**src/design/rv32ex_pkg.sv**
```systemverilog
`default_nettype none

package rv32ex_pkg;

  localparam int unsigned XLEN    = 32;
  localparam int unsigned SHAMT_W = 5;

  // instruction class, as decoded upstream
  typedef enum logic [3:0] {
    FN_LOAD   = 4'd0,
    FN_OPIMM  = 4'd1,
    FN_AUIPC  = 4'd2,
    FN_STORE  = 4'd3,
    FN_OP     = 4'd4,
    FN_LUI    = 4'd5,
    FN_BRANCH = 4'd6,
    FN_JALR   = 4'd7,
    FN_JAL    = 4'd8,
    FN_FENCE  = 4'd9,
    FN_SYSTEM = 4'd10
  } func_t;

  typedef enum logic [2:0] {
    SYS_EBREAK  = 3'd0,
    SYS_ECALL   = 3'd1,
    SYS_SRET    = 3'd2,
    SYS_MRET    = 3'd3,
    SYS_WFI     = 3'd4,
    SYS_CSR     = 3'd5,
    SYS_INVALID = 3'd6
  } sys_op_t;

  typedef enum logic [2:0] {
    ST_NORMAL  = 3'd0,
    ST_BREAK   = 3'd1,
    ST_ECALL   = 3'd2,
    ST_TRET    = 3'd3,
    ST_WFI     = 3'd4,
    ST_ILLEGAL = 3'd5
  } status_t;

  typedef enum logic [1:0] {
    MW_BYTE = 2'd0,
    MW_HALF = 2'd1,
    MW_WORD = 2'd2
  } mem_width_t;

  // ALU funct3
  localparam logic [2:0] F3_ADD  = 3'd0;
  localparam logic [2:0] F3_SLL  = 3'd1;
  localparam logic [2:0] F3_SLT  = 3'd2;
  localparam logic [2:0] F3_SLTU = 3'd3;
  localparam logic [2:0] F3_XOR  = 3'd4;
  localparam logic [2:0] F3_SR   = 3'd5;
  localparam logic [2:0] F3_OR   = 3'd6;
  localparam logic [2:0] F3_AND  = 3'd7;

  // load / store funct3
  localparam logic [2:0] F3_B  = 3'd0;
  localparam logic [2:0] F3_H  = 3'd1;
  localparam logic [2:0] F3_W  = 3'd2;
  localparam logic [2:0] F3_BU = 3'd4;
  localparam logic [2:0] F3_HU = 3'd5;

  // branch funct3
  localparam logic [2:0] F3_BEQ  = 3'd0;
  localparam logic [2:0] F3_BNE  = 3'd1;
  localparam logic [2:0] F3_BLT  = 3'd4;
  localparam logic [2:0] F3_BGE  = 3'd5;
  localparam logic [2:0] F3_BLTU = 3'd6;
  localparam logic [2:0] F3_BGEU = 3'd7;

  localparam logic [XLEN-1:0] INSN_BYTES = 32'd4;

  typedef struct packed {
    logic [3:0]      func;
    logic [2:0]      sys_op;
    logic [2:0]      funct3;
    logic            alt_bit;
    logic [XLEN-1:0] rs1_value;
    logic [XLEN-1:0] rs2_value;
    logic [XLEN-1:0] imm;
    logic [XLEN-1:0] pc;
  } op_t;

  typedef struct packed {
    logic [XLEN-1:0] result;
    logic [1:0]      mem_width;
    logic            mem_signed;
    logic            branch_taken;
    logic [XLEN-1:0] branch_target;
    logic [2:0]      status;
  } res_t;

  // ALU value and compare flags handed to the control block
  typedef struct packed {
    logic [XLEN-1:0] y;
    logic            eq;
    logic            lt;
    logic            ltu;
  } alu_out_t;

endpackage

`default_nettype wire

```
**src/design/rv32i_execute_stage.sv**
```systemverilog
`default_nettype none

// RV32I execute stage.
//
// Operand channel (op_valid / op_ready / op): one beat per decoded instruction,
// carrying class, system subop, funct3, bit 30, both register values, the
// immediate and the pc.
// Result channel (res_valid / res_ready / res): one beat per instruction with
// the ALU value, address, link address, pc-relative sum or immediate, access
// width and signedness, branch decision and target, and a status code.
//
// An accepted beat sits in the operand register while the decode, ALU and
// adders act on it, and then moves into the result register that drives the
// outputs. Throughput is one beat per cycle while res_ready is high; the
// operand register keeps accepting while the result register still holds a
// beat the receiver has not taken, and stops only when both are full.
// With res_ready low the result beat holds and op_ready falls once the operand
// register is also occupied. Reset empties both registers; the block has no
// other state.
module rv32i_execute_stage (
  input  wire               clk,
  input  wire               rst,
  input  wire               op_valid,
  output logic              op_ready,
  input  rv32ex_pkg::op_t   op,
  output logic              res_valid,
  input  wire               res_ready,
  output rv32ex_pkg::res_t  res
);
  import rv32ex_pkg::*;

  op_t      op_q;
  logic     op_q_valid;
  alu_out_t alu;
  res_t     res_next;
  logic     adv;

  // operand register moves whenever the result register can take its beat
  assign op_ready = !op_q_valid || adv;

  always_ff @(posedge clk) begin
    if (rst) begin
      op_q_valid <= 1'b0;
    end else if (op_ready) begin
      op_q_valid <= op_valid;
    end
  end

  always_ff @(posedge clk) begin
    if (op_ready && op_valid) begin
      op_q <= op;
    end
  end

  rv32ex_alu u_alu (
    .op  (op_q),
    .alu (alu)
  );

  rv32ex_ctrl u_ctrl (
    .op  (op_q),
    .alu (alu),
    .res (res_next)
  );

  rv32ex_out_reg u_out (
    .clk       (clk),
    .rst       (rst),
    .load      (op_q_valid),
    .res_next  (res_next),
    .res_ready (res_ready),
    .res_valid (res_valid),
    .res       (res),
    .can_load  (adv)
  );

  // an accepted beat always lands in the operand register
  a_op_capture: assert property (@(posedge clk) disable iff (rst)
    op_valid && op_ready |=> op_q_valid)
    else $error("accepted operand beat not held");

  // a held operand beat moves on whenever the result register has room
  a_op_advance: assert property (@(posedge clk) disable iff (rst)
    op_q_valid && adv |=> res_valid)
    else $error("operand beat lost on the way to the result register");

  // redirects come only from well-formed control transfers
  a_taken_normal: assert property (@(posedge clk) disable iff (rst)
    res_valid && res.branch_taken |-> res.status == ST_NORMAL)
    else $error("taken branch with a trap status");

  // an illegal instruction leaves the result, branch flag and branch target at zero
  a_illegal_clean: assert property (@(posedge clk) disable iff (rst)
    res_valid && res.status == ST_ILLEGAL |->
      res.result == '0 && !res.branch_taken && res.branch_target == '0)
    else $error("illegal instruction with live result fields");

endmodule

`default_nettype wire

```
**src/design/rv32ex_alu.sv**
```systemverilog
`default_nettype none

module rv32ex_alu (
  input  rv32ex_pkg::op_t      op,
  output rv32ex_pkg::alu_out_t alu
);
  import rv32ex_pkg::*;

  logic [XLEN-1:0]    a;
  logic [XLEN-1:0]    b;
  logic               use_rs2;
  logic               sub_en;
  logic [SHAMT_W-1:0] shamt;
  logic [XLEN-1:0]    sum;
  logic [XLEN:0]      sr_ext;
  logic [XLEN-1:0]    y;
  logic               eq;
  logic               lt;
  logic               ltu;

  // register-register forms and branches take rs2 as the second operand
  assign use_rs2 = (op.func == FN_OP) || (op.func == FN_BRANCH);
  assign a       = op.rs1_value;
  assign b       = use_rs2 ? op.rs2_value : op.imm;
  assign sub_en  = (op.func == FN_OP) && op.alt_bit;
  assign shamt   = b[SHAMT_W-1:0];
  assign sum     = sub_en ? (a - b) : (a + b);
  assign sr_ext  = $signed({op.alt_bit & a[XLEN-1], a}) >>> shamt;

  assign eq  = (a == b);
  assign lt  = ($signed(a) < $signed(b));
  assign ltu = (a < b);

  always_comb begin
    case (op.funct3)
      F3_ADD:  y = sum;
      F3_SLL:  y = a << shamt;
      F3_SLT:  y = {{(XLEN-1){1'b0}}, lt};
      F3_SLTU: y = {{(XLEN-1){1'b0}}, ltu};
      F3_XOR:  y = a ^ b;
      F3_SR:   y = sr_ext[XLEN-1:0];
      F3_OR:   y = a | b;
      default: y = a & b;
    endcase
  end

  assign alu = {y, eq, lt, ltu};

endmodule

`default_nettype wire

```
**src/design/rv32ex_ctrl.sv**
```systemverilog
`default_nettype none

module rv32ex_ctrl (
  input  rv32ex_pkg::op_t      op,
  input  rv32ex_pkg::alu_out_t alu,
  output rv32ex_pkg::res_t     res
);
  import rv32ex_pkg::*;

  logic [XLEN-1:0] addr;
  logic [XLEN-1:0] pc_rel;
  logic [XLEN-1:0] link;
  logic            cond;
  logic            cond_ok;

  assign addr   = op.rs1_value + op.imm;
  assign pc_rel = op.pc + op.imm;
  assign link   = op.pc + INSN_BYTES;

  always_comb begin
    cond_ok = 1'b1;
    case (op.funct3)
      F3_BEQ:  cond = alu.eq;
      F3_BNE:  cond = !alu.eq;
      F3_BLT:  cond = alu.lt;
      F3_BGE:  cond = !alu.lt;
      F3_BLTU: cond = alu.ltu;
      F3_BGEU: cond = !alu.ltu;
      default: begin
        cond    = 1'b0;
        cond_ok = 1'b0;
      end
    endcase
  end

  always_comb begin
    res = '0;
    res.status = ST_NORMAL;
    case (op.func)
      FN_LOAD: begin
        res.result = addr;
        case (op.funct3)
          F3_B: begin
            res.mem_width  = MW_BYTE;
            res.mem_signed = 1'b1;
          end
          F3_H: begin
            res.mem_width  = MW_HALF;
            res.mem_signed = 1'b1;
          end
          F3_W:  res.mem_width = MW_WORD;
          F3_BU: res.mem_width = MW_BYTE;
          F3_HU: res.mem_width = MW_HALF;
          default: begin
            res.result = '0;
            res.status = ST_ILLEGAL;
          end
        endcase
      end
      FN_OPIMM, FN_OP: res.result = alu.y;
      FN_AUIPC:        res.result = pc_rel;
      FN_STORE: begin
        if (op.funct3 <= F3_W) begin
          res.result    = addr;
          res.mem_width = op.funct3[1:0];
        end else begin
          res.status = ST_ILLEGAL;
        end
      end
      FN_LUI: res.result = op.imm;
      FN_BRANCH: begin
        if (cond_ok) begin
          res.branch_target = pc_rel;
          res.branch_taken  = cond;
        end else begin
          res.status = ST_ILLEGAL;
        end
      end
      FN_JALR: begin
        res.result        = link;
        res.branch_target = {addr[XLEN-1:1], 1'b0};
        res.branch_taken  = 1'b1;
      end
      FN_JAL: begin
        res.result        = link;
        res.branch_target = pc_rel;
        res.branch_taken  = 1'b1;
      end
      FN_FENCE: res.status = ST_NORMAL;
      FN_SYSTEM: begin
        case (op.sys_op)
          SYS_EBREAK:        res.status = ST_BREAK;
          SYS_ECALL:         res.status = ST_ECALL;
          SYS_SRET, SYS_MRET: res.status = ST_TRET;
          SYS_WFI:           res.status = ST_WFI;
          SYS_CSR:           res.result = op.imm;  // CSR data goes through as is
          default:           res.status = ST_ILLEGAL;
        endcase
      end
      default: res.status = ST_ILLEGAL;
    endcase
  end

endmodule

`default_nettype wire

```
**src/design/rv32ex_fwd_dummy_guard.sv**
```systemverilog
`default_nettype none

// Holds one beat of the result channel: loads when the downstream side can take
// a new beat, and tells the stage in front whether it may move.
module rv32ex_out_reg (
  input  wire                   clk,
  input  wire                   rst,
  input  wire                   load,
  input  rv32ex_pkg::res_t      res_next,
  input  wire                   res_ready,
  output logic                  res_valid,
  output rv32ex_pkg::res_t      res,
  output logic                  can_load
);
  import rv32ex_pkg::*;

  assign can_load = !res_valid || res_ready;

  always_ff @(posedge clk) begin
    if (rst) begin
      res_valid <= 1'b0;
    end else if (can_load) begin
      res_valid <= load;
    end
  end

  always_ff @(posedge clk) begin
    if (can_load && load) begin
      res <= res_next;
    end
  end

endmodule

`default_nettype wire
```
**config.mk**
```make
export PLATFORM = sky130hd
export DESIGN_NAME = rv32i_execute_stage
export DESIGN_NICKNAME = d
export VERILOG_FILES = /design/src/design/rv32ex_pkg.sv /design/src/design/rv32i_execute_stage.sv /design/src/design/rv32ex_alu.sv /design/src/design/rv32ex_ctrl.sv /design/src/design/rv32ex_fwd_dummy_guard.sv
export SDC_FILE = /design/constraint.sdc
export NUM_CORES = 1
export LEC_CHECK = 0
export ABC_AREA = 1
export ABC_CLOCK_PERIOD_IN_PS = 12300
export BUFFER_PORTS_ARGS = -buffer_cell sky130_fd_sc_hd__buf_4
export CORE_MARGIN = 2
export CORE_UTILIZATION = 45
export CTS_BUF_LIST = sky130_fd_sc_hd__clkbuf_4
export DETAILED_ROUTE_END_ITERATION = 8
export RECOVER_POWER = 50
export SLEW_MARGIN = 40
export SYNTH_ARGS = -nofsm -noshare
export SYNTH_HDL_FRONTEND = slang
export SYNTH_HIERARCHICAL = 1
export SYNTH_SLANG_ARGS = --single-unit
```
**constraint.sdc**
```tcl
create_clock -name clk -period 12.3 [get_ports clk]
set_clock_uncertainty 0.1 [all_clocks]
set_input_delay 2.46 -clock clk [delete_from_list [all_inputs] [get_ports clk]]
set_output_delay 2.46 -clock clk [all_outputs]
set_load 0.05 [all_outputs]
```
==> results of run 1 <==
## how the worst max path moves through the flow
stage / start / endpoint / slack [ns] / depth (start not counted)
floorplan: res_ready / op_q[0] / 2.25 / 4
finish: res_ready / op_q[0] / 5.74 / 7
CTS: res_ready / op_ready / 6.67 / 6
global placement: res_ready / op_ready / 6.68 / 6
detailed placement: res_ready / op_ready / 6.68 / 6
global route: res_ready / op_q[0] / 5.33 / 7
## stage by stage
stage | cell area [sq um] | utilization | instances | power (W)
after floorplan | 22800 | - | 3547 | 0.00157
after global placement | 24800 | 0.496 | 4345 | 0.00192
after detailed placement | 24900 | 0.497 | 4347 | 0.00193
after CTS | 25700 | 0.513 | 4447 | 0.00262
after global routing | 25500 | 0.510 | 4449 | 0.00278
final | 25500 | 0.510 | 4449 | 0.00264
## power breakdown
part / leakage, nW / internal (W) / switching [W]
Sequential: 2.08 / 0.000850 / 0.0000609
Combinational: 9.98 / 0.000304 / 0.000743
Clock: 0.457 / 0.000368 / 0.000319
## flip-flops by register name, indices dropped and copies added, names as in the netlist
name and cells:
op_q 139, u_out/res_valid 1, op_q_valid 1, u_out/res 71
## layout by cell type (no fill, tap or decap), types with 5 or more instances in the layout
| cell type | Yosys | routed |
|---|---|---|
| o21ai_2 | 9 | 9 |
| or2_1 | 9 | 9 |
| o21ai_0 | 139 | 140 |
| nor3_2 | 3 | 6 |
| clkbuf_4 | 0 | 203 |
| inv_2 | 17 | 14 |
| o221ai_1 | 8 | 8 |
| nand2_1 | 1112 | 1113 |
| nor2_2 | 7 | 7 |
| nor3_1 | 40 | 37 |
| nor4_1 | 5 | 5 |
| a211oi_1 | 13 | 13 |
| or2_2 | 11 | 11 |
| mux2i_1 | 19 | 19 |
| ha_1 | 158 | 158 |
| nor2_1 | 302 | 302 |
| clkinv_1 | 3 | 13 |
| inv_1 | 506 | 508 |
| a21o_1 | 7 | 7 |
| o21bai_1 | 9 | 9 |
| o21a_1 | 9 | 9 |
| nand3b_1 | 20 | 20 |
| nand2_2 | 8 | 7 |
| o211ai_1 | 33 | 33 |
| nand3_1 | 330 | 330 |
| a31oi_1 | 12 | 12 |
| nand4_1 | 24 | 24 |
| and2_1 | 6 | 6 |
| o21ai_1 | 102 | 102 |
| xor2_1 | 34 | 34 |
| a21oi_1 | 185 | 184 |
| o2111ai_1 | 7 | 7 |
| clkinv_2 | 0 | 6 |
| clkbuf_1 | 52 | 22 |
| buf_4 | 5 | 95 |
| xnor2_1 | 7 | 7 |
| edfxtp_1 | 210 | 210 |
| a22oi_1 | 30 | 30 |
## critical path, cell delays in order
cell,delay (ns)
clkbuf_4,0.10
inv_1,0.04
nand2_1,0.09
inv_1,0.09
a21oi_4,0.13
clkbuf_1,3.09
buf_6,0.69
## kinds of logic after synthesis
kind of cell             share of synthesized area
AND/OR/NAND/NOR                              0.346
buffers and inverters                        0.112
AO/OA/AOI/OAI                                0.149
flip-flops                                   0.279
adder cells (fa/ha/maj)                     0.0895
XOR/XNOR                                    0.0158
multiplexers                               0.00836
## cell type report
class	count	area, sq um
antenna	2	5.00
clock buffer	82	616
clock inverter	18	154
fill	5193	24500
inverter	528	1990
multi-input combinational	2695	13900
sequential	212	6350
tap	672	841
timing repair buffer	240	1730
## metal layers
layer  GRT usage  vias to the layer above  part of all wire
met5           0                        -                 0
met4       0.212                        0             0.061
met3      0.0902                      290              0.12
met2       0.560                     1714              0.41
met1       0.536                    11700              0.42
li1            -                    12100                 -
==> impl_metrics.tcl, run 1 <==
set metrics [dict create \
    overflow 0 \
    synth_nets 3851 \
    clkSinkCount 212 \
    synth_area_sq_um 22800 \
    numCtsBuffers 58 \
    drt_wl_total_microns 105000 \
    drive_gt1_frac 0.0999 \
    synth_top_area_frac 0.277 \
    grt_start_max_net_pins 87 \
    end_kind "flop" \
    synth.most_common_cell "nand2_1" \
    wl_per_cell_microns 23.6 \
    cts.path.max_buffers 3 \
    violations "capacitance limit, slew limit" \
    num_rows 82 \
    cp_max_fo 80 \
    synth_cells 3547 \
    power_leakage_nw 12.5 \
    peakVddDrop_mv 0.0827 \
    synthArstFlopShare 0 \
    first_pass_iters 6 \
    slew_headroom -1.92 \
    outcome "complete, but fails checks" \
    cts.clk_slew.worst_paths_ns 0.06 \
    cp_data_required_time_ns 12.56 \
    hold_buffers 0 \
    cts_resized 0 \
    synth-edff-count 210 \
    hold-path-cell-count 2 \
    startpoint_type "input port" \
    via_count 25800 \
    ys_seq_area_frac 0.279 \
    hold_class "reg2reg" \
    r2r_start "op_q[137]" \
    hold_start "u_out/res_valid" \
    critPathKind "in2reg" \
    post-route-period-util 0.533 \
    grt_pass1_vias 23800 \
    core_sq_um 50100 \
    yosysWarnings 6 \
    maxCapViolations 3 \
    post-dp-hpwl_microns 84900 \
    die_x_microns 229 \
    area_growth_pct 12.3 \
    hold_viol_final 0 \
    clockRootBuffer "clkbuf_4" \
    synth-main-ff-cell "edfxtp_1" \
    tns_ns 0 \
    clk_latency_ns 0.80 \
    hold_slack_ns 0.425 \
    fmax_mhz 152 \
    synth-seq-cells 212 \
    postCtsSetupRepairBufs 0 \
    fp.dieH_microns 229 \
    htreeDepth 2 \
    hold_end "u_out/res_valid" \
    antenna_found_initial 3 \
    tightest_slew_ns 4.38 \
    synth_top_area_cell "edfxtp_1" \
    setup_viol 0 \
    fin_ws_ns 5.74 \
    cts_tree "done" \
    reg2reg_to "u_out/res[63]" \
    initial_utilization 0.454 \
    drc 0 \
    gp_congestion 1.06 \
    die_area_sq_um 52400 \
    grt_first_pass_wirelength_microns 151000 \
    grt_usage 0.388 \
    drt_iter0_markers 3470 \
    yosys-top-cells-count "1112 x nand2_1, 506 x inv_1, 330 x nand3_1, 302 x nor2_1, 210 x edfxtp_1" \
    ant_nets 0 \
    synth_cell_types 60 \
    power_density_nw_per_um2 103 \
    avgSynthCellArea_sq_um 6.41 \
    routed_via_density 5.80 \
    io_buffer_count 215 \
    r2r_setup_slack_ns 6.61 \
    period_minus_slack_ns 6.56 \
    post-place-ws_ns 6.68 \
    ios 216 \
    report.final.slew_viol_count 159 \
    rsz0062_at_grt "no" \
    finalNetCount 4039 \
    r2r.worst_path.cells 20 \
    arrival_ns 6.82 \
    synth.area.top_cells "edfxtp_1 28%, nand2_1 18%, ha_1 8.7%" \
]
Note: power is estimated with default switching activity, not from simulation.
==> inputs of run 2 (changes only) <==
ABC_AREA = 0   (was 1)
ABC_CLOCK_PERIOD_IN_PS = 5900   (was 12300)
PLACE_DENSITY = 0.66   (was unset)
clock period = 5.9 ns   (was 12.3 ns; I/O delays follow)
==> impl_metrics.tcl, run 2 <==
set metrics [dict create \
    outcome "complete, but fails checks" \
    violations "capacitance limit, slew limit" \
    pwr-share-seq 0.342 \
    r2r_setup_slack_ns 0.32 \
    initial_utilization 0.454 \
    rsz0062_at_grt "no" \
    hold_class "reg2reg" \
    overflow 0 \
    synth-main-ff-cell "edfxtp_1" \
    ios 216 \
    htreeDepth 2 \
    synth.most_common_cell "nand2_1" \
    fmax_mhz 179 \
    cts.path.max_buffers 3 \
    switching_power_w 0.00226 \
    synth_top_area_cell "edfxtp_1" \
    critPathKind "reg2reg" \
    drc 0 \
    cp_data_required_time_ns 6.35 \
    synth_area_sq_um 21000 \
    drt_wl_total_microns 96900 \
    synth_xor_area_frac 0.0504 \
    numCtsBuffers 58 \
    grt_first_pass_wirelength_microns 138000 \
    synth_cell_types 99 \
    grt_pass1_vias 20800 \
    post-route-period-util 0.946 \
    synth_compound_area_frac 0.273 \
    wl_per_cell_microns 29.0 \
    synth.area.top_cells "edfxtp_1 30%, ha_1 9.4%, nand2_1 5.3%" \
    synth-seq-cells 212 \
    num_rows 79 \
    avgSynthCellArea_sq_um 8.44 \
    io_buffer_count 215 \
    tightest_slew_ns 3.75 \
    setup_viol 0 \
    yosysWarnings 6 \
    first_pass_iters 6 \
    core_sq_um 46400 \
    post-place-ws_ns 0.471 \
    synth_top_area_frac 0.300 \
    cp_slowest_cell "or3b_4" \
    final_common_cell "nand2_1" \
    grt_usage 0.388 \
    routed_via_density 6.66 \
    antenna_found_initial 1 \
    maxCapViolations 3 \
    clk_latency_ns 0.80 \
    synth_mux_area_frac 0.0566 \
    post-dp-hpwl_microns 74000 \
    drive_gt1_frac 0.159 \
    largest_reg_flops 139 \
    arrival_ns 6.03 \
    synth-edff-count 210 \
    power_density_nw_per_um2 229 \
    peakVddDrop_mv 0.199 \
    tns_ns 0 \
    period_minus_slack_ns 5.58 \
    layout_common_cells "295 x nand2_1, 221 x clkbuf_4, 210 x edfxtp_1" \
    fp.dieH_microns 220 \
    hold_viol_final 0 \
    finalNetCount 2992 \
    regMostFlops "op_q" \
    yosys-top-cells-count "295 x nand2_1, 211 x nor2_1, 210 x edfxtp_1, 194 x a21oi_1, 158 x ha_1" \
    report.final.slew_viol_count 130 \
    startpoint_type "flop" \
    switching_share 0.408 \
    fin_util 0.521 \
    synth_cells 2491 \
    clkPwrFrac 0.254 \
    ant_nets 0 \
    cts_tree "done" \
    die_area_sq_um 48500 \
    power_leakage_nw 10.1 \
    crit_chain "or3b_4, nand2_1, nand2_1, ha_1, a21oi_1, o21ai_0, a21oi_1, nor3b_1, a21o_1, a41o_1, nor4_1, nor4_1, o211ai_1, o22a_1, a222oi_1, o21ai_0, a221o_1" \
    synth_top_family_by_area "compound AO/OA/AOI/OAI gates" \
    clkSinkCount 212 \
    clockRootBuffer "clkbuf_4" \
    via_count 22300 \
    die_x_microns 220 \
    slowest_delay_ns 0.69 \
    top_regs "op_q x139, u_out/res x71" \
    drt_iter0_markers 3400 \
    slew_headroom -1.50 \
    synthArstFlopShare 0 \
    synthSimpleGateAreaFrac 0.170 \
    intPower_w 0.00328 \
    cts.clk_slew.worst_paths_ns 0.07 \
    fin_ws_ns 0.317 \
    gp_congestion 1.02 \
    postCtsSetupRepairBufs 0 \
    area_growth_pct 14.9 \
    grt_start_max_net_pins 85 \
    combPwrFrac 0.404 \
    synth_nets 2795 \
    end_kind "flop" \
    cp_max_fo 16 \
    ys_seq_area_frac 0.302 \
    synthAdderAreaFrac 0.0968 \
]
==> run 2: cell families after synthesis <==
| family | Yosys count |
|---|---|
| AOI/OAI and AO/OA | 836 |
| and+or+nand+nor | 775 |
| adders and majority gates | 161 |
| DFF | 212 |
| muxes | 116 |
| xor gates and xnor gates | 121 |
| buffers and inverters | 270 |
==> run 2: power groups by stage <==
stage	Combinational, W	Clock [W]	Sequential [W]
finish	0.00224	0.00141	0.00190
global placement	0.00213	0	0.00192
CTS	0.00215	0.00146	0.00189
floorplan	0.00132	0	0.00197
detailed placement	0.00214	0	0.00192
global route	0.00236	0.00153	0.00190
==> run 2: per-stage QoR <==
stage,hold WS [ns],instance area (sq um),cells,power [W]
after global routing,0.409,24200,3342,0.00579
after global placement,0.384,23400,3233,0.00406
after detailed placement,0.399,23400,3233,0.00406
final,0.372,24200,3344,0.00555
after CTS,0.370,24200,3338,0.00551
after floorplan,0.374,21000,2491,0.00330
==> run 2: area by class of cell <==
class / instances / area, sq um
Fill cell: 4427 / 22200
Multi-Input combinational cell: 2010 / 13700
Sequential cell: 212 / 6350
Timing Repair Buffer: 285 / 2160
Tap cell: 607 / 759
Clock buffer: 89 / 668
Inverter: 121 / 457
Clock inverter: 16 / 100
Antenna cell: 4 / 10.0
==> run 2: critical path: cells and delay by family, from the launching register on <==
kind            cells  cell delay (ns)
compound gates     10             2.42
fa+ha+maj           1             0.40
flops               1             0.65
simple gates        6             1.74
==> run 2: routing by layer <==
layer  share of wire  vias to the layer above  track usage
met5               0                        -            0
met4           0.061                        0        0.217
met3            0.11                      296       0.0876
met2            0.42                     1559        0.573
met1            0.40                    10700        0.525
li1                -                     9751            -
==> run 2: worst paths after layout <==
check,start,endpoint,cells past startpoint
hold / removal,op_q_valid,u_out/res_valid,2
hold reg to reg,op_q_valid,u_out/res_valid,2
setup / recovery,op_q[138],u_out/res[65],17
setup reg to reg,op_q[138],u_out/res[65],17
==> run 2: timing repair <==
item,4_1_cts,5_1_grt
hold buffers,0,0
gates resized for setup,0,1
endpoints found under the setup margin,0,2
